### config.mk
export PLATFORM = sky130hd
export DESIGN_NAME = space_run_to_tab_compressor_top
export DESIGN_NICKNAME = d
export VERILOG_FILES = /design/src/hdl/sprtab_pkg.sv /design/src/hdl/sprtab_front.sv /design/src/hdl/sprtab_queue.sv /design/src/hdl/sprtab_back.sv /design/src/hdl/space_run_to_tab_compressor_top.sv
export SDC_FILE = /design/constraint.sdc
export NUM_CORES = 1
export LEC_CHECK = 0
export ABC_AREA = 1
export BUFFER_PORTS_ARGS = -buffer_cell sky130_fd_sc_hd__buf_2
export CELL_PAD_IN_SITES_DETAIL_PLACEMENT = 0
export CELL_PAD_IN_SITES_GLOBAL_PLACEMENT = 1
export CORE_ASPECT_RATIO = 0.5
export CORE_MARGIN = 2
export CORE_UTILIZATION = 48
export CTS_BUF_LIST = sky130_fd_sc_hd__clkbuf_8
export DETAILED_ROUTE_END_ITERATION = 10
export GPL_TIMING_DRIVEN = 0
export HOLD_SLACK_MARGIN = 0.05
export PLACE_DENSITY_LB_ADDON = 0.1
export SYNTH_ARGS = -nofsm -noshare
export SYNTH_HDL_FRONTEND = slang
export SYNTH_SLANG_ARGS = --single-unit
export TNS_END_PERCENT = 50
### constraint.sdc
create_clock -name i_clk -period 8.1 [get_ports i_clk]
set_input_delay 1.62 -clock i_clk [delete_from_list [all_inputs] [get_ports i_clk]]
set_output_delay 1.62 -clock i_clk [all_outputs]
set_load 0.01 [all_outputs]
### src/hdl/sprtab_pkg.sv
// ============================================================================
// sprtab_pkg
// Shared constants and types for the blank-run to tab compressor.
// ============================================================================
`default_nettype none

package sprtab_pkg;

    // Widest tab interval the hardware supports
    localparam int MAX_TAB_WIDTH = 16;

    // Width of the configuration register
    localparam int CFG_W   = 5;
    localparam int BYTE_W  = 8;
    localparam int PHASE_W = $clog2(MAX_TAB_WIDTH);
    // Phase plus one, and the effective tab width, need one more bit
    localparam int EXT_W   = PHASE_W + 1;

    localparam logic [CFG_W-1:0] CFG_RESET = CFG_W'(4);

    // Character codes
    localparam logic [BYTE_W-1:0] CH_BLANK   = 8'd32;
    localparam logic [BYTE_W-1:0] CH_TAB     = 8'd9;
    localparam logic [BYTE_W-1:0] CH_NEWLINE = 8'd10;

    // Command queue between the front and back halves
    localparam int QDEPTH = 4;
    localparam int QPTR_W = $clog2(QDEPTH);
    localparam int QCNT_W = $clog2(QDEPTH + 1);

    // One command: release this many blanks, then emit the byte
    typedef struct packed {
        logic [PHASE_W-1:0] blanks;
        logic [BYTE_W-1:0]  data;
    } t_cmd;

endpackage

`default_nettype wire

### src/hdl/sprtab_front.sv
// ============================================================================
// sprtab_front
// Accepts text bytes, tracks column phase and held blanks, issues commands.
// ============================================================================
`default_nettype none

module sprtab_front
    import sprtab_pkg::*;
(
    input  wire logic              i_clk,
    input  wire logic              i_rst_n,
    input  wire logic              i_cfg_wr_en,
    input  wire logic [CFG_W-1:0]  i_cfg_wr_data,
    input  wire logic              i_accept,
    input  wire logic [BYTE_W-1:0] i_in_byte,
    output t_cmd                   o_cmd,
    output logic                   o_cmd_push
);

    localparam int CMP_W = (CFG_W > EXT_W) ? CFG_W : EXT_W;

    logic [CFG_W-1:0]   r_tab_width;
    logic [PHASE_W-1:0] r_phase;
    logic [PHASE_W-1:0] r_held;
    logic [PHASE_W-1:0] n_phase;
    logic [PHASE_W-1:0] n_held;

    logic [CMP_W-1:0]   w_cfg_ext;
    logic [EXT_W-1:0]   w_eff_width;
    logic [EXT_W-1:0]   w_phase_inc;
    logic [EXT_W-1:0]   w_held_inc;
    logic               w_at_stop;
    logic               w_is_blank;

    // Clamp the configured width into 1..MAX_TAB_WIDTH
    always_comb begin
        w_cfg_ext = CMP_W'(r_tab_width);
        if (w_cfg_ext == '0) begin
            w_eff_width = EXT_W'(1);
        end else if (w_cfg_ext > CMP_W'(MAX_TAB_WIDTH)) begin
            w_eff_width = EXT_W'(MAX_TAB_WIDTH);
        end else begin
            w_eff_width = EXT_W'(w_cfg_ext);
        end
    end

    assign w_phase_inc = EXT_W'(r_phase) + EXT_W'(1);
    assign w_held_inc  = EXT_W'(r_held) + EXT_W'(1);
    assign w_at_stop   = (w_phase_inc >= w_eff_width);
    assign w_is_blank  = (i_in_byte == CH_BLANK);

    always_comb begin
        n_phase    = r_phase;
        n_held     = r_held;
        o_cmd_push = 1'b0;
        o_cmd      = '0;
        if (i_accept) begin
            if (w_is_blank) begin
                // Absorb the blank; at a stop, replace the run
                if (w_at_stop) begin
                    o_cmd_push  = 1'b1;
                    o_cmd.data  = (w_held_inc >= EXT_W'(2)) ? CH_TAB : CH_BLANK;
                    n_phase     = '0;
                    n_held      = '0;
                end else begin
                    n_phase = w_phase_inc[PHASE_W-1:0];
                    n_held  = w_held_inc[PHASE_W-1:0];
                end
            end else begin
                // Release held blanks ahead of the byte
                o_cmd_push   = 1'b1;
                o_cmd.data   = i_in_byte;
                o_cmd.blanks = r_held;
                n_held       = '0;
                if (i_in_byte == CH_TAB || i_in_byte == CH_NEWLINE || w_at_stop) begin
                    n_phase = '0;
                end else begin
                    n_phase = w_phase_inc[PHASE_W-1:0];
                end
            end
        end
    end

    always_ff @(posedge i_clk) begin
        if (!i_rst_n) begin
            r_tab_width <= CFG_RESET;
            r_phase     <= '0;
            r_held      <= '0;
        end else begin
            if (i_cfg_wr_en) begin
                r_tab_width <= i_cfg_wr_data;
            end
            r_phase <= n_phase;
            r_held  <= n_held;
        end
    end

endmodule

`default_nettype wire

### src/hdl/sprtab_queue.sv
// ============================================================================
// sprtab_queue
// Short command queue that decouples the front and back halves.
// ============================================================================
`default_nettype none

module sprtab_queue
    import sprtab_pkg::*;
(
    input  wire logic i_clk,
    input  wire logic i_rst_n,
    input  wire logic i_push,
    input  wire t_cmd i_cmd,
    output logic      o_full,
    input  wire logic i_pop,
    output t_cmd      o_cmd,
    output logic      o_empty
);

    t_cmd              r_mem [QDEPTH];
    logic [QPTR_W-1:0] r_wr_ptr;
    logic [QPTR_W-1:0] r_rd_ptr;
    logic [QCNT_W-1:0] r_count;
    logic              w_wr;
    logic              w_rd;

    assign o_full  = (r_count == QCNT_W'(QDEPTH));
    assign o_empty = (r_count == '0);
    assign w_wr    = i_push && !o_full;
    assign w_rd    = i_pop && !o_empty;
    assign o_cmd   = r_mem[r_rd_ptr];

    always_ff @(posedge i_clk) begin
        if (w_wr) begin
            r_mem[r_wr_ptr] <= i_cmd;
        end
    end

    always_ff @(posedge i_clk) begin
        if (!i_rst_n) begin
            r_wr_ptr <= '0;
            r_rd_ptr <= '0;
            r_count  <= '0;
        end else begin
            if (w_wr) begin
                r_wr_ptr <= (r_wr_ptr == QPTR_W'(QDEPTH - 1)) ? '0 : r_wr_ptr + QPTR_W'(1);
            end
            if (w_rd) begin
                r_rd_ptr <= (r_rd_ptr == QPTR_W'(QDEPTH - 1)) ? '0 : r_rd_ptr + QPTR_W'(1);
            end
            if (w_wr && !w_rd) begin
                r_count <= r_count + QCNT_W'(1);
            end else if (w_rd && !w_wr) begin
                r_count <= r_count - QCNT_W'(1);
            end
        end
    end

endmodule

`default_nettype wire

### src/hdl/sprtab_back.sv
// ============================================================================
// sprtab_back
// Expands queued commands into output bytes, one per cycle while the output is taken, into a register.
// ============================================================================
`default_nettype none

module sprtab_back
    import sprtab_pkg::*;
(
    input  wire logic               i_clk,
    input  wire logic               i_rst_n,
    input  wire t_cmd               i_cmd,
    input  wire logic               i_q_empty,
    output logic                    o_q_pop,
    input  wire logic               i_pop,
    output logic                    o_empty,
    output logic [BYTE_W-1:0]       o_out_byte,
    output logic                    o_out_last
);

    logic               r_valid;
    logic [BYTE_W-1:0]  r_byte;
    logic               r_last;
    logic [PHASE_W-1:0] r_sent;
    logic               n_valid;
    logic [BYTE_W-1:0]  n_byte;
    logic               n_last;
    logic [PHASE_W-1:0] n_sent;
    logic               w_load;

    // Output slot frees up when empty or being taken this cycle
    assign w_load = !r_valid || i_pop;

    always_comb begin
        n_valid = r_valid;
        n_byte  = r_byte;
        n_last  = r_last;
        n_sent  = r_sent;
        o_q_pop = 1'b0;
        if (w_load) begin
            n_valid = !i_q_empty;
            if (!i_q_empty) begin
                if (r_sent != i_cmd.blanks) begin
                    n_byte = CH_BLANK;
                    n_last = 1'b0;
                    n_sent = r_sent + PHASE_W'(1);
                end else begin
                    n_byte  = i_cmd.data;
                    n_last  = 1'b1;
                    n_sent  = '0;
                    o_q_pop = 1'b1;
                end
            end
        end
    end

    always_ff @(posedge i_clk) begin
        if (!i_rst_n) begin
            r_valid <= 1'b0;
            r_sent  <= '0;
        end else begin
            r_valid <= n_valid;
            r_sent  <= n_sent;
        end
    end

    always_ff @(posedge i_clk) begin
        r_byte <= n_byte;
        r_last <= n_last;
    end

    assign o_empty    = !r_valid;
    assign o_out_byte = r_byte;
    assign o_out_last = r_last;

endmodule

`default_nettype wire

### src/hdl/space_run_to_tab_compressor_top.sv
// ============================================================================
// space_run_to_tab_compressor_top
// Replaces runs of blanks with tabs and blanks at the configured tab stops.
// ============================================================================
// One text byte is taken per transfer on the push side and zero or more bytes
// come out on the pop side, the final one of each input flagged by
// o_out_last. The front half takes a byte every cycle while its four-entry
// command queue has room; a blank that does not reach a tab stop produces
// nothing. The back half drives the single output register and moves one
// result byte per cycle while pop takes it, so a byte that releases k held
// blanks yields k+1 result bytes, and sustained throughput is one result
// byte per clock, set by that output register. Write the tab width (0 acts
// as 1, values above 16 act as 16) only while the block is idle; it resets
// to 4.
`default_nettype none

module space_run_to_tab_compressor_top
    import sprtab_pkg::*;
(
    input  wire logic              i_clk,
    input  wire logic              i_rst_n,
    input  wire logic              i_cfg_wr_en,
    input  wire logic [CFG_W-1:0]  i_cfg_wr_data,
    input  wire logic              push,
    output logic                   full,
    input  wire logic [BYTE_W-1:0] i_in_byte,
    output logic                   empty,
    input  wire logic              pop,
    output logic [BYTE_W-1:0]      o_out_byte,
    output logic                   o_out_last
);

    t_cmd w_front_cmd;
    t_cmd w_head_cmd;
    logic w_cmd_push;
    logic w_q_full;
    logic w_q_empty;
    logic w_q_pop;
    logic w_accept;

    // Take an input transfer only when the queue can hold its command
    assign full     = w_q_full;
    assign w_accept = push && !w_q_full;

    sprtab_front u_front (
        .i_clk         (i_clk),
        .i_rst_n       (i_rst_n),
        .i_cfg_wr_en   (i_cfg_wr_en),
        .i_cfg_wr_data (i_cfg_wr_data),
        .i_accept      (w_accept),
        .i_in_byte     (i_in_byte),
        .o_cmd         (w_front_cmd),
        .o_cmd_push    (w_cmd_push)
    );

    sprtab_queue u_queue (
        .i_clk   (i_clk),
        .i_rst_n (i_rst_n),
        .i_push  (w_cmd_push),
        .i_cmd   (w_front_cmd),
        .o_full  (w_q_full),
        .i_pop   (w_q_pop),
        .o_cmd   (w_head_cmd),
        .o_empty (w_q_empty)
    );

    // Drain commands into the output register, one byte per cycle while the output is popped
    sprtab_back u_back (
        .i_clk      (i_clk),
        .i_rst_n    (i_rst_n),
        .i_cmd      (w_head_cmd),
        .i_q_empty  (w_q_empty),
        .o_q_pop    (w_q_pop),
        .i_pop      (pop),
        .o_empty    (empty),
        .o_out_byte (o_out_byte),
        .o_out_last (o_out_last)
    );

`ifndef NO_ASSERTIONS
    // A command is only issued for an accepted byte
    a_push_needs_accept: assert property (@(posedge i_clk) disable iff (!i_rst_n)
        w_cmd_push |-> w_accept)
        else $error("command issued without an accepted byte");

    // The back half never drains an empty queue
    a_no_pop_empty: assert property (@(posedge i_clk) disable iff (!i_rst_n)
        w_q_pop |-> !w_q_empty)
        else $error("queue popped while empty");

    // Every result other than the last of an item is a released blank
    a_released_blank: assert property (@(posedge i_clk) disable iff (!i_rst_n)
        (!empty && !o_out_last) |-> (o_out_byte == CH_BLANK))
        else $error("non-final result is not a blank");
`endif

endmodule

`default_nettype wire
==> After elaboration in Yosys (flattened, before gate mapping) <==
Memories as Yosys holds them, arrays and structs flattened. A register that Yosys moved wholly into a read port is not among the register bits.
Cells that the tools add are included.
{ "word_totals": {"n_memories": 1, "ff_bits": 34, "latch_bits": 0, "word_cells": 73, "out_inout_bits": 11, "inputBits": 18, "rom_bits": 0, "ram_bits": 48} }
{ "classes": {"n_mul": 0, "n_addsub": 7, "n_bitwise": 1, "mux": 27, "n_div": 0, "shift": 0, "n_reduce_logical": 17, "eq_ne": 7, "n_lt_le_gt_ge": 3} }
{ "mem_list": {"columns": ["memory", "depth", "width", "rd", "rd_clocked_by_memory_dff", "write_ports", "line_no", "text"], "rows": [
  ["u_queue.r_mem", 4, 12, 1, 1, 1, "sprtab_queue.sv:20", "t_cmd r_mem [QDEPTH];"]
]} }
{ "op_table": {"columns": ["cell", "count"], "rows": [
  ["$mux W4", 7],
  ["$eq A8 B4 Y1 const B", 2],
  ["$mux W8", 2],
  ["$mux W12", 1],
  ["$add A4 B1 Y5 const B", 2],
  ["$mux W5", 2],
  ["$eq A8 B6 Y1 const B", 1],
  ["$mux W1", 8],
  ["$mux W2", 4],
  ["$mux W3", 2],
  ["$mux W6", 1],
  ["$ge A5 B2 Y1 const B", 1],
  ["$ge A5 B5 Y1", 1],
  ["$gt A5 B5 Y1 const B", 1],
  ["$logic_and A1 B1 Y1", 5],
  ["$logic_not A1 Y1", 5],
  ["$logic_not A5 Y1", 1],
  ["$add A2 B1 Y2 const B", 2],
  ["$add A4 B1 Y4 const B", 1],
  ["$eq A2 B2 Y1 const B", 2],
  ["$ne A4 B4 Y1", 1],
  ["$add A3 B1 Y3 const B", 1],
  ["$eq A3 B3 Y1 const B", 1],
  ["$logic_not A3 Y1", 1],
  ["other kinds (5)", 7]
]} }

==> Longest topological paths before layout <==
{ "depth": {"depth_word": 12, "depth_mapped": 19} }

==> By module <==
From an unflattened synthesis, not the netlist that was laid out.
{ "unflattened": {"cells_unflattened": 426, "area_unflattened_um2": 3975.1} }
{ "by_module_without_submodules": {"columns": ["module", "area_each_um2", "cells_each", "n_inst"], "rows": [
  ["sprtab_queue", 2282.2, 188, 1],
  ["sprtab_front", 1011.0, 157, 1],
  ["sprtab_back", 671.9, 79, 1],
  ["space_run_to_tab_compressor_top", 10.0, 2, 1]
]} }

==> Least setup slack after synthesis <==
Ideal clock, no wire load.
{ "synth_timing": {"kind": "input-to-reg", "start": "input i_in_byte[1]", "end": "register u_queue.r_count[1]", "setup_time_ns": 0.116, "required_time_ns": 7.984, "slack_ns": 4.723, "stages": 13, "path_buffers": 0, "arrival_ns": 3.261, "cell_sequence": "nor2_1 nand2_1 nor2_4 inv_2 nor2_4 inv_2 nand2_2 inv_2 ha_1 inv_1 fa_1 o21ai_0 nor2_1"} }
{ "synth_between": {"elab_chain_len": 7, "word_cells_on_any_way": 9} }
{ "synth_rtl": {"columns": ["item", "line_no", "text"], "rows": [
  ["start, declared", "space_run_to_tab_compressor_top.sv:26", "input wire logic [BYTE_W-1:0] i_in_byte,"],
  ["$eq A8 B6 Y1 (*)", "sprtab_front.sv:50", "assign w_is_blank = (i_in_byte == CH_BLANK);"],
  ["$mux W1 (*)", "sprtab_front.sv:58", "if (w_is_blank) begin"],
  ["$mux W1 (*)", "sprtab_front.sv:57", "if (i_accept) begin"],
  ["$logic_and A1 B1 Y1 (*)", "sprtab_queue.sv:29", "assign w_wr = i_push && !o_full;"],
  ["via u_queue.w_wr", "sprtab_queue.sv:24", "logic w_wr;"],
  ["$logic_not A1 Y1", "sprtab_queue.sv:53", "end else if (w_rd && !w_wr) begin"],
  ["$logic_and A1 B1 Y1", "sprtab_queue.sv:53", null],
  ["$reduce_bool A2 Y1 (no source line)", null, null],
  ["end signal, assigned", "sprtab_queue.sv:52", "r_count <= r_count + QCNT_W'(1);"],
  ["end signal, assigned", "sprtab_queue.sv:54", "r_count <= r_count - QCNT_W'(1);"],
  ["end, declared", "sprtab_queue.sv:23", "logic [QCNT_W-1:0] r_count;"]
]} }
The timed path passes the listed nets; every way through them passes the cells marked *.
A chain may end at the register's enable or synchronous reset.

==> Worst setup path after layout <==
{ "layout_timing": {"start": "input i_in_byte[7]", "end": "register u_queue.r_count[1]"} }
Same word-level chain as after synthesis.

==> qor.yml <==
run_status:
  status: "complete, no violations"
logic_synthesis:
  yosys_warnings: 0
  yosysTopAreaCell: "edfxtp_1"
  synth.cell_area_sq_um: 3860
  synth_seq_cells: 84
  syn-num-nets: 434
  ys_types: 32
  muxShareOfSynthArea_pct: 0
  synthXorXnorAreaFrac_pct: 1.13
  synth_top_family_by_area: "simple AND/OR/NAND/NOR gates"
  synth-adder-area-share_pct: 5.38
  synth_compound_area_share_pct: 7.42
  yosys.area_share.simple_pct: 21.3
  synth.avg_cell_area_sq_um: 9.66
  ys_seq_area_share_pct: 58.3
  yosys.area.top_type_share_pct: 44.3
  netlist_instances: 400
  synth.area.top_cells: "edfxtp_1 (44%), dfxtp_1 (14%), nor2_1 (6.6%)"
placement:
  gp_congestion: 0.776
  dpl_cell_area_sq_um: 4140
  dp_hpwl_um: 5280
  dp_worst_setup_slack_ns: 4.23
  port-buffer-count: 27
  dp.cells: 539
setup_path:
  crit_type: "in -> reg"
  worstPathArrival_ns: 3.72
  cp-startpoint: "i_in_byte[7]"
  slowest_stage: "fa_1"
  reg2reg_from: "u_front.r_tab_width[0]"
  cp-end-kind: "register"
  cp_common_cell: "inv_2"
  ff2ff_setup_slack_ns: 4.77
  r2r_cells: 11
  max_stage_delay_ns: 0.41
  cp-start-kind: "primary input"
  crit_fanout: 8
  worstPathRequired_ns: 8.34
  crit_end: "u_queue.r_count[1]"
  reg2reg_to: "u_queue.r_mem[3][3]"
  path_cells: "buf_2 > nor2_1 > nand3_1 > nor2_4 > inv_2 > nor2_4 > inv_2 > nand2_2 > inv_2 > ha_1 > inv_1 > fa_1 > o21ai_0 > nor2_1"
sta:
  clock_skew_ns: 0.0105
  worst_pin_slew_ns: 1.23
  worst_slack_ns: 4.62
  timing.fmax_mhz: 287
  hold_viol_final: 0
  period_minus_slack_ns: 3.48
  max-slew-margin-rel_pct: 17.6
  grt_setup_unrepaired: "false"
  fin_crit_sh_pct: 43.0
  drv_slew: 0
  setup-tns-final_ns: 0
  setup_violations: 0
floorplanning:
  io_pins: 29
  start_util_pct: 48.8
  coreArea_sq_um: 7910
  num_rows: 23
  die_w_um: 131
  dieArea_sq_um: 8830
  die_h_um: 67.4
clocking:
  cts_buffer_depth: 2
  postCtsSetupBuffers: 0
  cts-hold-fix-buffers: 0
  root_buffer: "clkbuf_8"
  htreeDepth: 3
  clk_latency_ns: 0.35
  clk_pin_slew_ns: 0.09
  tritoncts: "yes"
  clock_sinks: 84
  numCtsBuffers: 9
  cts_resized: 0
routing:
  vias: 2719
  firstDrtPassIters: 4
  wire_per_inst_um: 13.5
  drt-initial-drc-count: 168
  drc: 0
  wl_um: 7520
  drtAntennaViolNets: 0
  vias_per_cell: 4.90
global_routing:
  grt_pass1_wl_um: 12600
  grt_pass1_vias: 2639
  track_usage_pct: 19.4
  gr-total-overflow: 0
  antenna_found_initial: 0
  grt_max_degree: 19
power:
  total_power_w: 0.00121
  vdd_drop_max_uv: 120
  leakagePower_nw: 1.80
  p_per_area_nw_per_um2: 279
final_layout:
  layout-drive-gt1-share_pct: 16.5
  fin_area_sq_um: 4340
  final_nets: 472
  antenna_cells: 0
  finalNonFillerCells: 555
  num-fill-cells: 716
  area_growth_pct: 12.2
hold_path:
  worstHoldPathType: "reg -> reg"
job:
  cap_violations: 0
-- final cells by class --
class                           count  area (sq um)  share of cell area, %
Clock buffer                        9           124                   2.86
Sequential cell                    84          2250                   51.9
Clock inverter                      7          72.6                   1.67
Buffer                             11          70.1                   1.62
Inverter                           47           181                   4.18
Multi-Input combinational cell    258          1360                   31.4
Timing Repair Buffer               27           135                   3.12
Tap cell                          112           140                   3.23
-- placed cells by master (no fill, tap or decap), types with 6 or more instances in the layout --
cell type  netlist  routed
nor3_1           6       6
o21ai_0         29      29
buf_2            5      32
nand3_1         22      22
ha_1            15      15
inv_2            7       7
a21oi_1         22      22
nor2_1          68      68
clkbuf_8         0       9
nand2_1         62      62
inv_1           39      39
dfxtp_1         27      27
edfxtp_1        57      57
-- Yosys cell counts --
cell	n
nor2_1	68
nand2_1	62
edfxtp_1	57
inv_1	39
o21ai_0	29
dfxtp_1	27
a21oi_1	22
nand3_1	22
ha_1	15
inv_2	7
nor3_1	6
buf_2	5
nand2_2	5
nand4_1	5
xor2_1	5
buf_6	3
clkbuf_1	3
nand3b_1	3
nor2_4	3
nand3_2	2
a21boi_0	1
a21o_1	1
fa_1	1
inv_6	1
nand3_4	1
nand3b_2	1
nor2_2	1
nor4_1	1
o21bai_1	1
o221ai_1	1
or2_2	1
or4_1	1
-- flip-flops by register name, indices dropped and copies added (netlist names), named ones only --
name / cells
u_back.o_out_last: 1
u_queue.r_count: 3
u_front.r_held: 4
u_queue.r_wr_ptr: 2
u_back.o_out_byte: 8
u_queue.r_mem: 48
u_front.r_tab_width: 5
u_front.r_phase: 4
u_back.r_valid: 1
u_back.r_sent: 4
u_queue.r_rd_ptr: 2
-- worst min path at each step --
stage          cells past startpoint              startpoint                endpoint
3_5_place_dp                       2      u_front.r_phase[3]      u_front.r_phase[3]
6_report                           2      u_front.r_phase[3]      u_front.r_phase[3]
3_3_place_gp                       2      u_front.r_phase[3]      u_front.r_phase[3]
4_1_cts                            2      u_front.r_phase[3]      u_front.r_phase[3]
2_1_floorplan                      2  u_front.r_tab_width[2]  u_front.r_tab_width[2]
5_1_grt                            2      u_front.r_phase[3]      u_front.r_phase[3]
-- cells by family after synthesis --
logic type | count (synthesis)
DFF | 84
and+or+nand+nor | 182
adders and majority gates | 16
buffers and inverters | 58
xor gates and xnor gates | 5
AOI/OAI and AO/OA | 55
-- report_power, final --
part / internal [W] / total [W] / switching (W)
Clock: 0.000143 / 0.000298 / 0.000154
Combinational: 0.000109 / 0.000335 / 0.000226
Sequential: 0.000545 / 0.000576 / 0.0000307
-- metal layers --
metal / vias to the layer above / share of wire [%] / routed length [um] / global-route usage [%]
li1: 1407 / - / - / -
met1: 1267 / 51 / 3800 / 25.9
met2: 43 / 45 / 3370 / 31.1
met3: 2 / 4.3 / 320 / 6.02
met4: 0 / 0.39 / 29 / 5.45
met5: - / 0 / 0 / 0
-- critical path: cells and delay by family --
kind,cells,cell delay [ns]
AOI/OAI and AO/OA,1,0.16
and+or+nand+nor,6,0.93
buffers and inverters,5,0.43
adders and majority gates,2,0.59
-- through the flow --
stage	hold WS, ns	util (%)
5_1_grt	0.524	54.8
6_report	0.486	54.8
3_5_place_dp	0.470	52.3
4_1_cts	0.483	54.8
2_1_floorplan	0.444	-
3_3_place_gp	0.456	52.3
No activity file was read; power rests on OpenSTA's default activity.
